<file path="config.mk">
export PLATFORM = sky130hd
export DESIGN_NAME = url_percent_decoder_core
export DESIGN_NICKNAME = d
export VERILOG_FILES = /design/src/hdl/upd_pkg.sv /design/src/hdl/url_percent_decoder_core.sv
export SDC_FILE = /design/constraint.sdc
export NUM_CORES = 1
export LEC_CHECK = 0
export BUFFER_PORTS_ARGS = -buffer_cell sky130_fd_sc_hd__buf_2
export CAP_MARGIN = 40
export CORE_AREA = 2 2 113 115
export CTS_BUF_LIST = sky130_fd_sc_hd__clkbuf_4
export DETAILED_ROUTE_END_ITERATION = 8
export DIE_AREA = 0 0 115 117
export PLACE_DENSITY = 0.58
export SETUP_SLACK_MARGIN = 0.02
export SYNTH_ARGS = -nofsm -noshare
export SYNTH_HDL_FRONTEND = slang
export SYNTH_SLANG_ARGS = --single-unit
</file>
<file path="constraint.sdc">
create_clock -name clk -period 5.35 [get_ports clk]
set_input_delay 0.8025 -clock clk [delete_from_list [all_inputs] [get_ports clk]]
set_output_delay 0.8025 -clock clk [all_outputs]
set_load 0.005 [all_outputs]
</file>
<file path="src/hdl/upd_pkg.sv">
// Package for the URL percent decoder: escape-tracking phase type, result
// beat type, queue sizing constants and the hex nibble conversion.
// No dependencies.
`default_nettype none

package upd_pkg;

	// Escape tracking phase; the fourth code never arises and acts as idle.
	typedef enum logic [1:0] {
		PH_IDLE  = 2'd0,
		PH_ESC   = 2'd1,
		PH_DIGIT = 2'd2
	} phase_t;

	// One decoded beat as it sits in the result queue.
	typedef struct packed {
		logic [7:0] data;
		logic       last;
	} beat_t;

	localparam logic [7:0] ESC_RESET = 8'h25;
	localparam int unsigned QUEUE_DEPTH = 4;
	localparam int unsigned PTR_W = $clog2(QUEUE_DEPTH);
	localparam int unsigned CNT_W = $clog2(QUEUE_DEPTH + 1);

	// Hex digit value; any byte that is not a hex digit keeps its raw value.
	function automatic logic [7:0] nibble_of(input logic [7:0] v);
		logic [7:0] r;
		r = v;
		if (v inside {[8'h30:8'h39]}) begin
			r = v - 8'h30;
		end else if (v inside {[8'h61:8'h66]}) begin
			r = v - 8'h61 + 8'd10;
		end else if (v inside {[8'h41:8'h46]}) begin
			r = v - 8'h41 + 8'd10;
		end
		return r;
	endfunction

endpackage

`default_nettype wire

</file>
<file path="src/hdl/url_percent_decoder_core.sv">
// Top level of the URL percent decoder: input stage, escape tracking and a
// four-entry result queue. Depends on upd_pkg.
`default_nettype none

// Streaming percent-escape decoder.
// Input channel: in_valid / in_stall carry data_byte and last_byte, one raw
// byte per beat. Output channel: out_valid / out_stall carry out_byte and
// out_last, one decoded byte per beat. A beat moves on a rising edge with
// valid high and stall low.
// The escape byte is set through escape_char_we / escape_char; write it only
// while no string is in flight. Reset sets it to the percent sign.
// An accepted byte is registered, decoded in the next cycle and pushed into
// a four-entry result queue whose head drives the output ports.
// Throughput is one byte per cycle while in_stall stays low. An escape and
// its first digit give no beat; an escape cut short by the end of the string
// gives two beats. in_stall rises only when the queue could not absorb a
// further two beats; it does not depend on in_valid.
// While the receiver stalls, the queue fills and then holds the input off;
// the offered beat stays unchanged. Reset empties the queue and the input
// stage and clears any pending escape.
module url_percent_decoder_core (
	input  wire logic       clk,
	input  wire logic       arst_n,
	input  wire logic       escape_char_we,
	input  wire logic [7:0] escape_char,
	input  wire logic       in_valid,
	output logic            in_stall,
	input  wire logic [7:0] data_byte,
	input  wire logic       last_byte,
	output logic            out_valid,
	input  wire logic       out_stall,
	output logic [7:0]      out_byte,
	output logic            out_last
);

	localparam int unsigned PW = upd_pkg::PTR_W;
	localparam int unsigned CW = upd_pkg::CNT_W;
	localparam int unsigned DEPTH = upd_pkg::QUEUE_DEPTH;

	logic [7:0]       esc_q;
	logic             valid_s1;
	logic [7:0]       byte_s1;
	logic             last_s1;
	upd_pkg::phase_t  phase_q;
	upd_pkg::phase_t  phase_d;
	logic [7:0]       first_q;
	logic [7:0]       first_d;
	upd_pkg::beat_t   res0;
	upd_pkg::beat_t   res1;
	logic [1:0]       n_res;
	upd_pkg::beat_t   queue_q [DEPTH];
	logic [PW-1:0]    wr_ptr_q;
	logic [PW-1:0]    rd_ptr_q;
	logic [CW-1:0]    count_q;
	logic [CW-1:0]    n_push;
	logic             in_take;
	logic             out_take;

	// Escape byte register.
	always_ff @(posedge clk or negedge arst_n) begin
		if (!arst_n) begin
			esc_q <= upd_pkg::ESC_RESET;
		end else if (escape_char_we) begin
			esc_q <= escape_char;
		end
	end

	// Input handshake: accept only while the queue can take two more beats
	// beyond what the byte in the input stage will push.
	assign n_push   = {{(CW-2){1'b0}}, n_res};
	assign in_stall = (count_q + n_push) > CW'(DEPTH - 2);
	assign in_take  = in_valid && !in_stall;

	always_ff @(posedge clk or negedge arst_n) begin
		if (!arst_n) begin
			valid_s1 <= 1'b0;
		end else begin
			valid_s1 <= in_take;
		end
	end

	always_ff @(posedge clk) begin
		if (in_take) begin
			byte_s1 <= data_byte;
			last_s1 <= last_byte;
		end
	end

	// Next phase and held byte for the byte in the input stage.
	always_comb begin
		phase_d = phase_q;
		first_d = first_q;
		if (valid_s1) begin
			case (phase_q)
				upd_pkg::PH_ESC: begin
					if (last_s1) begin
						phase_d = upd_pkg::PH_IDLE;
						first_d = 8'h00;
					end else begin
						phase_d = upd_pkg::PH_DIGIT;
						first_d = byte_s1;
					end
				end
				upd_pkg::PH_DIGIT: begin
					phase_d = upd_pkg::PH_IDLE;
					first_d = 8'h00;
				end
				default: begin
					if (byte_s1 == esc_q && !last_s1) begin
						phase_d = upd_pkg::PH_ESC;
						first_d = byte_s1;
					end else begin
						phase_d = upd_pkg::PH_IDLE;
						first_d = 8'h00;
					end
				end
			endcase
		end
	end

	// Result beats for the byte in the input stage.
	always_comb begin
		logic [7:0] hi;
		logic [7:0] lo;
		hi = upd_pkg::nibble_of(first_q);
		lo = upd_pkg::nibble_of(byte_s1);
		res0  = '{data: byte_s1, last: last_s1};
		res1  = '{data: byte_s1, last: 1'b1};
		n_res = 2'd0;
		if (valid_s1) begin
			case (phase_q)
				upd_pkg::PH_ESC: begin
					if (last_s1) begin
						res0  = '{data: first_q, last: 1'b0};
						n_res = 2'd2;
					end
				end
				upd_pkg::PH_DIGIT: begin
					res0  = '{data: {hi[3:0], 4'h0} | lo, last: last_s1};
					n_res = 2'd1;
				end
				default: begin
					if (!(byte_s1 == esc_q && !last_s1)) begin
						n_res = 2'd1;
					end
				end
			endcase
		end
	end

	always_ff @(posedge clk or negedge arst_n) begin
		if (!arst_n) begin
			phase_q <= upd_pkg::PH_IDLE;
			first_q <= 8'h00;
		end else begin
			phase_q <= phase_d;
			first_q <= first_d;
		end
	end

	// Result queue storage: up to two beats written per cycle.
	always_ff @(posedge clk) begin
		if (n_res != 2'd0) begin
			queue_q[wr_ptr_q] <= res0;
		end
		if (n_res == 2'd2) begin
			queue_q[wr_ptr_q + PW'(1)] <= res1;
		end
	end

	// Queue pointers and fill count.
	assign out_take = out_valid && !out_stall;

	always_ff @(posedge clk or negedge arst_n) begin
		if (!arst_n) begin
			wr_ptr_q <= '0;
			rd_ptr_q <= '0;
			count_q  <= '0;
		end else begin
			wr_ptr_q <= wr_ptr_q + PW'(n_res);
			if (out_take) begin
				rd_ptr_q <= rd_ptr_q + PW'(1);
			end
			count_q <= count_q + n_push - {{(CW-1){1'b0}}, out_take};
		end
	end

	// Output beat comes from the queue head.
	assign out_valid = (count_q != '0);
	assign out_byte  = queue_q[rd_ptr_q].data;
	assign out_last  = queue_q[rd_ptr_q].last;

`ifndef SYNTHESIS
	// The queue never holds more beats than it has entries.
	a_count_bound: assert property (@(posedge clk) disable iff (!arst_n)
		count_q <= CW'(DEPTH))
		else $error("result queue overfilled");

	// Pushing never overruns the queue.
	a_push_room: assert property (@(posedge clk) disable iff (!arst_n)
		(n_res != 2'd0) |-> ((count_q + n_push) <= CW'(DEPTH)))
		else $error("push into a full result queue");

	// An accepted byte reaches the decode stage on the next edge.
	a_take_s1: assert property (@(posedge clk) disable iff (!arst_n)
		in_take |=> valid_s1)
		else $error("accepted byte lost before decode");

	// The end of a string always closes any pending escape.
	a_last_idle: assert property (@(posedge clk) disable iff (!arst_n)
		(valid_s1 && last_s1) |=> (phase_q == upd_pkg::PH_IDLE))
		else $error("escape still pending after last byte");

	// Two beats come only from an escape cut short by the string end.
	a_two_beats: assert property (@(posedge clk) disable iff (!arst_n)
		(n_res == 2'd2) |-> (phase_q == upd_pkg::PH_ESC && last_s1))
		else $error("unexpected double beat");
`endif

endmodule

`default_nettype wire

</file>
==> impl_metrics.yaml <==
outcome:
  status: "finished, final reports clean"
grt:
  grt-ovfl-total: 0
  grt_first_pass_wirelength_mm: 16.0
  grt_pass1_vias: 2916
  antenna_found_initial: 0
  grt_use_total: 0.156
  grt_max_degree: 27
power_and_ir_drop:
  p_leak_nw: 1.78
  ir_worst_vdd_uv: 158
  p_per_area_nw_per_um2: 397
sta:
  fin_setup_tns_ns: 0
  fmax_mhz: 248
  relSlewSlack: 0.544
  fin_worst_skew_ns: 0.0220
  tightest_slew_ns: 0.684
  hold_ws_ns: 0.373
  final.period_utilization: 0.755
  fin_crit_ns: 4.04
  setup_viol_count_final: 0
  rsz0062_at_grt: "no"
  slew_viol_final: 0
  finalHoldViolCount: 0
critical_path:
  crit_path_start: "byte_s1[2]"
  worstSetupStartpointType: "flop"
  reg2reg_from: "byte_s1[2]"
  path_max_fanout: 18
  cp.required_ns: 4.55
  regToRegEndpoint: "byte_s1[6]"
  r2r_cells: 8
  r2r_slack_ns: 1.84
  crit_path_end_kind: "output pin"
  critical_path_class: "flop to output pin"
  arrival_ns: 3.24
place:
  hpwl_mm: 7.74
  gp_congestion: 0.826
  place_area_sq_um: 4440
  port-buffer-count: 32
yosys:
  synth.cell_area_sq_um: 4200
  synth_largest_area_cell: "edfxtp_1"
  yosysSeqAreaShare: 0.468
  syn_avg_cell_area_sq_um: 11.5
  async_flop_share: 0.366
  syn_nets: 406
  synth_cell_types: 73
  synth_ff_type: "edfxtp_1"
  synth_seq_cells: 71
  synth_area_leaders: "edfxtp_1, dfrtp_1, ha_1, mux4_2, nand2_1"
  yosysTopAreaCellShare: 0.293
  yosys-top-cells-count: "edfxtp_1, nand2_1, dfrtp_1, inv_1, o21ai_0"
  syn_inst: 365
  synth_edf_count: 41
  yosysMostFrequentCell: "edfxtp_1"
  synth_warnings: 0
final_layout:
  fillers: 1211
  syn2layout_area_growth_pct: 8.34
  fin_area_sq_um: 4550
  drive_above_1_share: 0.223
  antennaDiodeCount: 0
  fin_nets: 430
  final-seq-area_sq_um: 1970
  multiInputGateArea_sq_um: 2040
die:
  core-area_sq_um: 12300
  die_y_um: 117
  die_area_sq_um: 13500
  initial_core_util: 0.341
  row_count: 41
  ios: 33
  die_x_um: 115
routing:
  drt_wl_total_mm: 10.1
  drt_iter0_markers: 246
  antenna_left: 0
  via_per_inst: 5.66
  avgRoutedWirePerCell_um: 18.5
  drc: 0
  drt-pass1-iter-count: 5
  vias: 3077
clock_tree:
  cts_setup_buffers: 0
  clk_latency_ns: 0.42
  cts.sinks: 71
  tritoncts: "yes"
  cts_resized: 0
  cts_root_buf: "clkbuf_4"
  cts_hold_buffers: 0
  htree_levels: 3
  cts_buffers: 9
  clkTransAtPathRegs_ns: 0.12
  clockBufferDepth: 2
run:
  cap_violations: 0
hold_path:
  hp-class: "primary input to asynchronous set/reset pin"
## cells in the final DEF, fill, tap and decap left out, types with 3 or more instances in the layout
master      n
dfstp_2     3
ha_1       18
edfxtp_1   41
a21oi_1    18
inv_1      20
mux2i_1     4
mux2_2      8
a32o_1      4
mux4_2      9
a211o_1     5
dfrtp_1    23
nand2_1    33
xnor2_1    12
o2bb2ai_1   8
nand2b_1    7
nor2b_1     3
and3_1      6
nor2_1     10
nand3_1    12
dfxtp_1     4
or2_2       4
clkbuf_4   12
buf_2      32
nor3_1      4
o22ai_1     6
a22o_1      9
a21o_1      7
o21ai_0    19
## sequential cells by signal, summed over array words and instances (netlist names)
signal / cells
phase_q: 2
first_q: 8
queue_q: 36
last_s1: 1
valid_s1: 1
wr_ptr_q: 2
esc_q: 8
byte_s1: 8
count_q: 3
rd_ptr_q: 2
## worst max-delay path, cell delays in order, from the launching register on
cell and delay (ns):
edfxtp_1 0.75, xnor2_2 0.17, nand3b_1 0.16, o31ai_4 0.53, inv_4 0.14, ha_1 0.23, fa_1 0.37, xnor2_1 0.26
nand2_1 0.07, buf_2 0.13
## layout make-up
cell class,count,share of cell area
timing repair buffer,32,0.0352
inverter,21,0.0179
tap,150,0.0412
clock inverter,4,0.00522
clock buffer,12,0.0198
multi-input combinational,254,0.449
sequential,71,0.432
## layer usage
layer / share of wire / global-route usage / routed length, um / vias up
li1: - / - / - / 1425
met4: 0.017 / 0.0618 / 173 / 0
met1: 0.43 / 0.198 / 4340 / 1525
met3: 0.055 / 0.0314 / 555 / 15
met5: 0 / 0 / 0 / -
met2: 0.50 / 0.264 / 5020 / 112
## report_power, final
part	internal, mW	switching, mW	total, mW
logic	0.301	0.338	0.639
clock network	0.110	0.186	0.296
registers	0.705	0.169	0.874
total	1.12	0.693	1.81
## worst max path at each step
| stage | endpoint |
|---|---|
| after floorplan | in_stall |
| after global placement | in_stall |
| after detailed placement | in_stall |
| after CTS | in_stall |
| after global routing | in_stall |
| final | in_stall |
## cells by family after synthesis
kind of cell | count (synthesis) | synth area share
AOI/OAI and AO/OA | 104 | 0.191
and+or+nand+nor | 96 | 0.126
DFF | 71 | 0.468
buffers and inverters | 40 | 0.0459
muxes | 21 | 0.0792
adders and majority gates | 19 | 0.0584
xor gates and xnor gates | 14 | 0.0310
## metrics by stage
step / setup slack (ns) / instances / utilization / total power [mW]
after floorplan: 2.23 / 365 / - / 1.34
after global placement: 1.85 / 528 / 0.360 / 1.51
after detailed placement: 1.76 / 528 / 0.360 / 1.53
after CTS: 1.30 / 544 / 0.370 / 1.83
after global routing: 1.06 / 544 / 0.370 / 1.93
final: 1.31 / 544 / 0.370 / 1.81
No activity file was read; power rests on OpenSTA's default activity.
